[src/hbcc_pkg.sv]
`default_nettype none

package hbcc_pkg;

  localparam int unsigned HallW      = 3;
  localparam int unsigned SpeedW     = 12;
  localparam int unsigned PatW       = 6;
  localparam int unsigned ThrW       = 12;
  localparam int unsigned ThrReset   = 240;
  localparam int unsigned InDataW    = 16;
  localparam int unsigned OutDataW   = 16;
  localparam int unsigned ApbAddrW   = 3;
  localparam int unsigned ApbDataW   = 32;
  localparam int unsigned ResBufDepth = 4;

  localparam logic [ApbAddrW-3:0] RegSpeedThreshold = '0;

  typedef enum logic {
    CmdDirCheck = 1'b0,
    CmdCommutate = 1'b1
  } cmd_e;

  typedef struct packed {
    logic [PatW-1:0] pattern;
    logic            bridge_valid;
    logic            trigger;
    logic            timer_on;
    logic            rst_sensor;
    logic            meas_dir;
    logic            last;
  } result_t;

  function automatic logic [HallW-1:0] succ_bwd(input logic [HallW-1:0] h);
    logic [HallW-1:0] r;
    case (h)
      3'd1: r = 3'd5;
      3'd2: r = 3'd3;
      3'd3: r = 3'd1;
      3'd4: r = 3'd6;
      3'd5: r = 3'd4;
      3'd6: r = 3'd2;
      default: r = 3'd0;
    endcase
    return r;
  endfunction

  function automatic logic [HallW-1:0] succ_fwd(input logic [HallW-1:0] h);
    logic [HallW-1:0] r;
    case (h)
      3'd1: r = 3'd3;
      3'd2: r = 3'd6;
      3'd3: r = 3'd2;
      3'd4: r = 3'd5;
      3'd5: r = 3'd1;
      3'd6: r = 3'd4;
      default: r = 3'd0;
    endcase
    return r;
  endfunction

  function automatic logic [PatW-1:0] pat_man_fwd(input logic [HallW-1:0] h);
    logic [PatW-1:0] r;
    case (h)
      3'd1: r = 6'd18;
      3'd2: r = 6'd9;
      3'd3: r = 6'd24;
      3'd4: r = 6'd36;
      3'd5: r = 6'd6;
      3'd6: r = 6'd33;
      default: r = 6'd0;
    endcase
    return r;
  endfunction

  function automatic logic [PatW-1:0] pat_man_bwd(input logic [HallW-1:0] h);
    logic [PatW-1:0] r;
    case (h)
      3'd1: r = 6'd9;
      3'd2: r = 6'd36;
      3'd3: r = 6'd33;
      3'd4: r = 6'd18;
      3'd5: r = 6'd24;
      3'd6: r = 6'd6;
      default: r = 6'd0;
    endcase
    return r;
  endfunction

  function automatic logic [PatW-1:0] pat_accel(input logic [HallW-1:0] h);
    logic [PatW-1:0] r;
    case (h)
      3'd1: r = 6'd24;
      3'd2: r = 6'd33;
      3'd3: r = 6'd9;
      3'd4: r = 6'd6;
      3'd5: r = 6'd18;
      3'd6: r = 6'd36;
      default: r = 6'd0;
    endcase
    return r;
  endfunction

endpackage

`default_nettype wire

[src/hall_bldc_commutation_control.sv]
// Each result beat passes through the input register and then the result buffer before
// it is offered on the output.
// Throughput: one input beat per cycle while the result buffer has room; an item that
// returns to timer mode emits two result beats and so occupies two output beats.
// Reset clears the control state: hall position 0, forward directions, manual mode on,
// speed threshold 240, and an empty result buffer (stored data words are not reset).
`default_nettype none

module hall_bldc_commutation_control #(
  parameter int unsigned ResBufDepth = hbcc_pkg::ResBufDepth
) (
  input  wire logic                            clk_i,
  input  wire logic                            rst_ni,
  input  wire logic                            s_axis_tvalid,
  output logic                                 s_axis_tready,
  // hall_state [2:0], speed_abs [14:3], requested_direction [15]
  input  wire logic [hbcc_pkg::InDataW-1:0]    s_axis_tdata,
  // cmd [0]
  input  wire logic                            s_axis_tuser,
  output logic                                 m_axis_tvalid,
  input  wire logic                            m_axis_tready,
  // bridge_pattern [5:0], trigger_event [6], timer_commutation_on [7],
  // reset_current_sensor [8], measured_direction [9], zeros [15:10]
  output logic [hbcc_pkg::OutDataW-1:0]        m_axis_tdata,
  // bridge_valid [0]
  output logic                                 m_axis_tuser,
  output logic                                 m_axis_tlast,
  input  wire logic                            psel,
  input  wire logic                            penable,
  input  wire logic                            pwrite,
  input  wire logic [hbcc_pkg::ApbAddrW-1:0]   paddr,
  input  wire logic [hbcc_pkg::ApbDataW-1:0]   pwdata,
  output logic [hbcc_pkg::ApbDataW-1:0]        prdata,
  output logic                                 pready
);

  localparam int unsigned PtrW = (ResBufDepth > 1) ? $clog2(ResBufDepth) : 1;
  localparam int unsigned CntW = $clog2(ResBufDepth + 1);
  localparam logic [CntW-1:0] FireLimit = CntW'(ResBufDepth - 2);

  // Configuration register.
  logic [hbcc_pkg::ThrW-1:0] thr_q;
  logic                      reg_sel;
  assign reg_sel = (paddr[hbcc_pkg::ApbAddrW-1:2] == hbcc_pkg::RegSpeedThreshold);
  assign pready  = 1'b1;

  always_ff @(posedge clk_i or negedge rst_ni) begin
    if (!rst_ni) begin
      thr_q <= hbcc_pkg::ThrW'(hbcc_pkg::ThrReset);
    end else if (psel && penable && pwrite && pready && reg_sel) begin
      thr_q <= pwdata[hbcc_pkg::ThrW-1:0];
    end
  end

  always_comb begin
    prdata = '0;
    if (reg_sel) begin
      prdata[hbcc_pkg::ThrW-1:0] = thr_q;
    end
  end

  // Input register.
  logic                        in_valid_q;
  hbcc_pkg::cmd_e              cmd_q;
  logic [hbcc_pkg::HallW-1:0]  hall_q;
  logic [hbcc_pkg::SpeedW-1:0] speed_q;
  logic                        req_q;
  logic                        fire;
  logic [CntW-1:0]             count_q;

  assign fire          = in_valid_q && (count_q <= FireLimit);
  assign s_axis_tready = !in_valid_q || fire;

  always_ff @(posedge clk_i or negedge rst_ni) begin
    if (!rst_ni) begin
      in_valid_q <= 1'b0;
    end else if (s_axis_tready) begin
      in_valid_q <= s_axis_tvalid;
    end
  end

  always_ff @(posedge clk_i) begin
    if (s_axis_tvalid && s_axis_tready) begin
      cmd_q   <= hbcc_pkg::cmd_e'(s_axis_tuser);
      hall_q  <= s_axis_tdata[2:0];
      speed_q <= s_axis_tdata[14:3];
      req_q   <= s_axis_tdata[15];
    end
  end

  // Commutation state and result computation.
  logic [hbcc_pkg::HallW-1:0] last_hall_q, last_hall_d;
  logic meas_q, meas_d;
  logic applied_q, applied_d;
  logic manual_q, manual_d;
  hbcc_pkg::result_t res0, res1;
  logic two_res;
  logic [hbcc_pkg::HallW-1:0] prev_pos;
  logic [hbcc_pkg::PatW-1:0]  man_pat;
  logic rst_sensor;

  always_comb begin
    last_hall_d = last_hall_q;
    meas_d      = meas_q;
    applied_d   = applied_q;
    manual_d    = manual_q;
    two_res     = 1'b0;
    prev_pos    = meas_q ? hbcc_pkg::succ_fwd(hall_q) : hbcc_pkg::succ_bwd(hall_q);
    rst_sensor  = (req_q != applied_q);
    man_pat     = req_q ? hbcc_pkg::pat_man_bwd(hall_q) : hbcc_pkg::pat_man_fwd(hall_q);
    res0        = '0;
    res1        = '0;
    case (cmd_q)
      hbcc_pkg::CmdDirCheck: begin
        if (prev_pos != last_hall_q) begin
          meas_d = (hbcc_pkg::succ_bwd(last_hall_q) == hall_q);
        end
        last_hall_d       = hall_q;
        res0.timer_on     = !manual_q;
        res0.meas_dir     = meas_d;
        res0.last         = 1'b1;
      end
      hbcc_pkg::CmdCommutate: begin
        applied_d         = req_q;
        res0.bridge_valid = 1'b1;
        res0.rst_sensor   = rst_sensor;
        res0.meas_dir     = meas_q;
        if (manual_q && (req_q == meas_q) && (speed_q > thr_q)) begin
          two_res           = 1'b1;
          manual_d          = 1'b0;
          res0.pattern      = man_pat;
          res0.trigger      = 1'b1;
          res1.pattern      = hbcc_pkg::pat_accel(hall_q);
          res1.bridge_valid = 1'b1;
          res1.timer_on     = 1'b1;
          res1.meas_dir     = meas_q;
          res1.last         = 1'b1;
        end else begin
          if (!manual_q && (req_q != meas_q)) begin
            manual_d = 1'b1;
          end
          res0.last = 1'b1;
          if (manual_d) begin
            res0.pattern = man_pat;
            res0.trigger = 1'b1;
          end else begin
            res0.pattern  = hbcc_pkg::pat_accel(hall_q);
            res0.timer_on = 1'b1;
          end
        end
      end
      default: ;
    endcase
  end

  always_ff @(posedge clk_i or negedge rst_ni) begin
    if (!rst_ni) begin
      last_hall_q <= '0;
      meas_q      <= 1'b0;
      applied_q   <= 1'b0;
      manual_q    <= 1'b1;
    end else if (fire) begin
      last_hall_q <= last_hall_d;
      meas_q      <= meas_d;
      applied_q   <= applied_d;
      manual_q    <= manual_d;
    end
  end

  // Result buffer.
  hbcc_pkg::result_t buf_q [ResBufDepth];
  logic [PtrW-1:0] wr_ptr_q, rd_ptr_q, wr_ptr_nx;
  logic            pop;
  logic [CntW-1:0] n_push;

  assign pop       = m_axis_tvalid && m_axis_tready;
  assign n_push    = fire ? (two_res ? CntW'(2) : CntW'(1)) : '0;
  assign wr_ptr_nx = PtrW'((wr_ptr_q + 1'b1) % ResBufDepth);

  always_ff @(posedge clk_i) begin
    if (fire) begin
      buf_q[wr_ptr_q] <= res0;
      if (two_res) begin
        buf_q[wr_ptr_nx] <= res1;
      end
    end
  end

  always_ff @(posedge clk_i or negedge rst_ni) begin
    if (!rst_ni) begin
      wr_ptr_q <= '0;
      rd_ptr_q <= '0;
      count_q  <= '0;
    end else begin
      wr_ptr_q <= PtrW'((wr_ptr_q + n_push) % ResBufDepth);
      if (pop) begin
        rd_ptr_q <= PtrW'((rd_ptr_q + 1'b1) % ResBufDepth);
      end
      count_q <= count_q + n_push - CntW'(pop);
    end
  end

  hbcc_pkg::result_t head;
  assign head          = buf_q[rd_ptr_q];
  assign m_axis_tvalid = (count_q != '0);
  assign m_axis_tuser  = head.bridge_valid;
  assign m_axis_tlast  = head.last;
  assign m_axis_tdata  = {6'b0, head.meas_dir, head.rst_sensor, head.timer_on,
                          head.trigger, head.pattern};

endmodule

`default_nettype wire

[config.mk]
export PLATFORM = sky130hd
export DESIGN_NAME = hall_bldc_commutation_control
export DESIGN_NICKNAME = d
export VERILOG_FILES = /design/src/hbcc_pkg.sv /design/src/hall_bldc_commutation_control.sv
export SDC_FILE = /design/constraint.sdc
export NUM_CORES = 1
export LEC_CHECK = 0
export ABC_AREA = 0
export BUFFER_PORTS_ARGS = -buffer_cell sky130_fd_sc_hd__buf_2
export CORE_MARGIN = 8
export CORE_UTILIZATION = 59
export CTS_CLUSTER_DIAMETER = 80
export DETAILED_ROUTE_END_ITERATION = 8
export PLACE_DENSITY_LB_ADDON = 0.08
export SKIP_LAST_GASP = 1
export SLEW_MARGIN = 0
export SYNTH_ARGS = -nofsm -noshare
export SYNTH_HDL_FRONTEND = slang
export SYNTH_SLANG_ARGS = --single-unit
[constraint.sdc]
create_clock -name clk_i -period 4.95 [get_ports clk_i]
set_clock_uncertainty 0.05 [all_clocks]
set_input_delay 0.2475 -clock clk_i [delete_from_list [all_inputs] [get_ports clk_i]]
set_output_delay 0.2475 -clock clk_i [all_outputs]
set_load 0.005 [all_outputs]
==> flow_summary.json <==
{
  "fin_util_pct": 65.3,
  "grt_antenna_before_repair": 0,
  "reg2regPathDepth": 16,
  "ctsHtreeMaxLevel": 3,
  "tns_ps": 0,
  "synth-edff-count": 57,
  "critical_path.endpoint_type": "flip-flop",
  "timing.critical_path.to": "count_q[2]",
  "die_width_um": 107,
  "place_hpwl_um": 7460,
  "stdcell_count": 582,
  "count_of_unresolved_drc_violations_after_routing": 0,
  "drt-pass1-iter-count": 5,
  "clock_insertion_delay_worst_skew_ps": 350,
  "placement.io_buffers": 62,
  "rows": 33,
  "chipHeight_um": 107,
  "post_synth_most_frequent_cells": "57 x sky130_fd_sc_hd__edfxtp_1, 32 x sky130_fd_sc_hd__nor2_1, 30 x sky130_fd_sc_hd__nand2_1",
  "power.internal_mw": 1.79,
  "path_max_fanout": 12,
  "start_util_pct": 60.1,
  "final.setup.worst_slack_ps": 1330,
  "track_usage_pct": 18.0,
  "slowest_stage": "sky130_fd_sc_hd__dfstp_2",
  "placedCellCount": 565,
  "drt_antenna_net_count": 0,
  "netSwitchingFraction_pct": 36.3,
  "synth_top_flop_cell": "sky130_fd_sc_hd__edfxtp_1",
  "synth_top_area_share_pct": 35.0,
  "seq_power_share_pct": 45.8,
  "worstSetupStartpointType": "flip-flop",
  "via_count": 3350,
  "cts_tree": "built",
  "yosysMostFrequentCell": "sky130_fd_sc_hd__edfxtp_1",
  "status": "complete, no violations",
  "grt_start_max_net_pins": 27,
  "critical_path_arrival_ps": 3800,
  "timing_max_transition_violations_final": 0,
  "wirelength_um": 10100,
  "numCtsBuffers": 9,
  "grt_pass1_vias": 3353,
  "syn_inst": 425,
  "max-clock-path-buffers": 2,
  "layout.nets": 548,
  "diodes": 0,
  "worstSetupPathType": "reg -> reg",
  "ys_ff_latch": 91,
  "area_growth_syn_to_layout_pct": 8.68,
  "min_period_over_period_pct": 73.0,
  "finish.instance_area_um2": 5310,
  "post_drt_wl_per_cell_um": 17.4,
  "worst_pin_slew_ps": 856,
  "share_clk_of_total_power_pct": 17.4,
  "rsz_0062_raised_after_global_routing": "no",
  "yosysWarnings": 0,
  "post_route_cells_drive_above_1_share_pct": 25.2,
  "multi_input_comb_area_um2": 2050,
  "cp_cell_sequence": "inv_1 -> ha_1 -> a21oi_1 -> o21ai_0 -> or3b_2 -> a31oi_1 -> buf_4 -> and2_1 -> nand2b_1 -> ha_1 -> inv_1 -> ha_1 -> inv_1 -> fa_1 -> xor2_1 -> xnor2_1",
  "synth_area_per_cell_um2": 11.5,
  "cell_area_power_density_nw_per_um2": 528,
  "r2r_setup_slack_ps": 1330,
  "p_leak_nw": 2.16,
  "highest_ir_drop_seen_on_vdd_v": 0.000234,
  "timing.final.crit_period_ps": 3620,
  "setup_viol": 0,
  "report.final.hold_viol_count": 0,
  "yosys-top-cells-area": "sky130_fd_sc_hd__edfxtp_1 35%, sky130_fd_sc_hd__dfrtp_1 11%, sky130_fd_sc_hd__mux4_2 5.5%",
  "cts_root_buf": "sky130_fd_sc_hd__clkbuf_8",
  "synth_area_um2": 4890,
  "synth-seq-area-share_pct": 51.8,
  "critical_path.startpoint": "thr_q[5]",
  "reg2reg_end": "count_q[2]",
  "dp_worst_setup_slack_ps": 1340,
  "final-seq-area_um2": 2530,
  "die_area_um2": 11400,
  "max_cap_violations": 0,
  "clock_sinks": 91,
  "yosys.area.top_type": "sky130_fd_sc_hd__edfxtp_1",
  "detail_route.iter0.violations": 221,
  "boundaryPins": 112,
  "synth.lib_cells_used.distinct": 59,
  "maxSlewHeadroom_pct": 42.9,
  "max_freq_mhz": 277,
  "r2r_start": "thr_q[5]",
  "clkSlewWorstSetupHoldPaths_ps": 80,
  "fillers": 637,
  "asyncSetResetFlopFracSynth_pct": 28.6,
  "core_area_um2": 8130,
  "cell_area_after_placement_um2": 5110,
  "min-delay-path-class": "in -> reg",
  "cp_slowest_stage_delay_ps": 540,
  "grt_overflow": 0,
  "vias_per_cell": 5.76,
  "critPathRequiredTime_ps": 5140,
  "pwr-share-comb_pct": 36.8,
  "grt_first_pass_wirelength_um": 16300,
  "net_load_switching_power_mw": 1.02,
  "routabilityCongestion": 0.811
}
## area by class of cell
type	instances	area share (%)
Multi-Input combinational cell	285	38.6
Timing Repair Buffer	64	6.17
Tap cell	105	2.47
Inverter	21	1.48
Clock inverter	6	1.20
Sequential cell	91	47.6
Clock buffer	10	2.40
## cells by family (layout without fill, tap and decap cells)
logic type	count (synthesis)	count (layout)	share of synthesized area, %
AO/OA/AOI/OAI	85	85	12.1
XOR/XNOR	12	12	2.15
adder cells (fa/ha/maj)	17	17	4.51
buffers and inverters	74	101	8.17
flip-flops	91	91	51.8
multiplexers	29	29	9.40
other	2	27	0.154
AND/OR/NAND/NOR	115	115	11.7
## flip-flops by register name, indices dropped and copies added (netlist names), 2 cells and up
name         count
count_q          3
rd_ptr_q         2
hall_q           3
wr_ptr_q         2
thr_q           12
speed_q         12
last_hall_q      3
buf_q           48
## timing repair
action                                  CTS  global route
endpoints found under the hold margin    21             0
resized for setup                         0             0
hold buffers                              1             0
endpoints found under the setup margin    0             0
setup buffers                             0             0
## cell usage in the layout (no fill, tap or decap), types with 2 or more instances in the layout
cell                        Yosys  final
sky130_fd_sc_hd__a31o_2         5      5
sky130_fd_sc_hd__nor3_1         4      4
sky130_fd_sc_hd__nor3b_1        3      3
sky130_fd_sc_hd__mux2_2        15     15
sky130_fd_sc_hd__xnor2_1        5      5
sky130_fd_sc_hd__ha_1          16     16
sky130_fd_sc_hd__clkbuf_8       0      9
sky130_fd_sc_hd__nand3_1       10     10
sky130_fd_sc_hd__or3_1          4      4
sky130_fd_sc_hd__nor2_1        32     32
sky130_fd_sc_hd__dfrtp_1       21     21
sky130_fd_sc_hd__nand2b_1      11     11
sky130_fd_sc_hd__a32o_1         3      3
sky130_fd_sc_hd__a21oi_1       10     10
sky130_fd_sc_hd__o2bb2ai_1      4      4
sky130_fd_sc_hd__inv_6          0      2
sky130_fd_sc_hd__a31oi_1        6      6
sky130_fd_sc_hd__o21ai_0       21     21
sky130_fd_sc_hd__dfxtp_1        8      8
sky130_fd_sc_hd__and3_1         2      2
sky130_fd_sc_hd__o22ai_1       17     17
sky130_fd_sc_hd__a22oi_1        2      2
sky130_fd_sc_hd__nand4b_1       2      2
sky130_fd_sc_hd__buf_2          7     62
sky130_fd_sc_hd__and2_1         4      4
sky130_fd_sc_hd__xor2_1         7      7
sky130_fd_sc_hd__mux2i_1        2      2
sky130_fd_sc_hd__edfxtp_1      57     57
sky130_fd_sc_hd__nand2_1       30     30
sky130_fd_sc_hd__conb_1         2     27
sky130_fd_sc_hd__o211ai_1       3      3
sky130_fd_sc_hd__nand3b_1       5      5
sky130_fd_sc_hd__inv_1         21     21
sky130_fd_sc_hd__mux4_2        12     12
sky130_fd_sc_hd__o31ai_1        2      2
sky130_fd_sc_hd__dfstp_2        5      5
## worst max-delay path, delay by kind of cell (launching register included)
family | cells | cell delay (ps)
compound gates | 3 | 340
xor+xnor | 2 | 290
fa+ha+maj | 4 | 1020
buf+inv | 4 | 360
flops | 1 | 540
simple gates | 3 | 900
## per-stage QoR
stage / hold WS (ps) / power (mW)
2_1_floorplan: -98.1 / 2.05
3_3_place_gp: 241 / 2.30
3_5_place_dp: 247 / 2.34
4_1_cts: 2.41 / 2.83
5_1_grt: 1.14 / 3.00
6_report: 15.2 / 2.81
## worst min-delay path by stage
stage                          start  cells after the start  slack (ps)     endpoint
floorplan                     rst_ni                      0        -100    applied_q
global placement              rst_ni                      1         240     thr_q[8]
detailed placement            rst_ni                      1         250     thr_q[8]
CTS                  s_axis_tdata[9]                      1           2   speed_q[6]
global route         s_axis_tdata[9]                      1           1   speed_q[6]
finish              s_axis_tdata[14]                      1          20  speed_q[11]
## routing by layer
layer	vias to the layer above	track usage, %	wire (um)
met5	-	0	0
met4	0	7.14	155
met3	14	4.44	715
met2	128	31.6	5150
met1	1607	20.5	4110
li1	1601	-	-
## power by group through the flow
stage,combinational [mW],clock [mW],sequential (mW)
after CTS,1.05,0.500,1.28
after global placement,1.01,0,1.29
final,1.03,0.489,1.29
after global routing,1.15,0.527,1.32
after detailed placement,1.04,0,1.30
after floorplan,0.896,0,1.15
(Power assumes the default switching activity.)
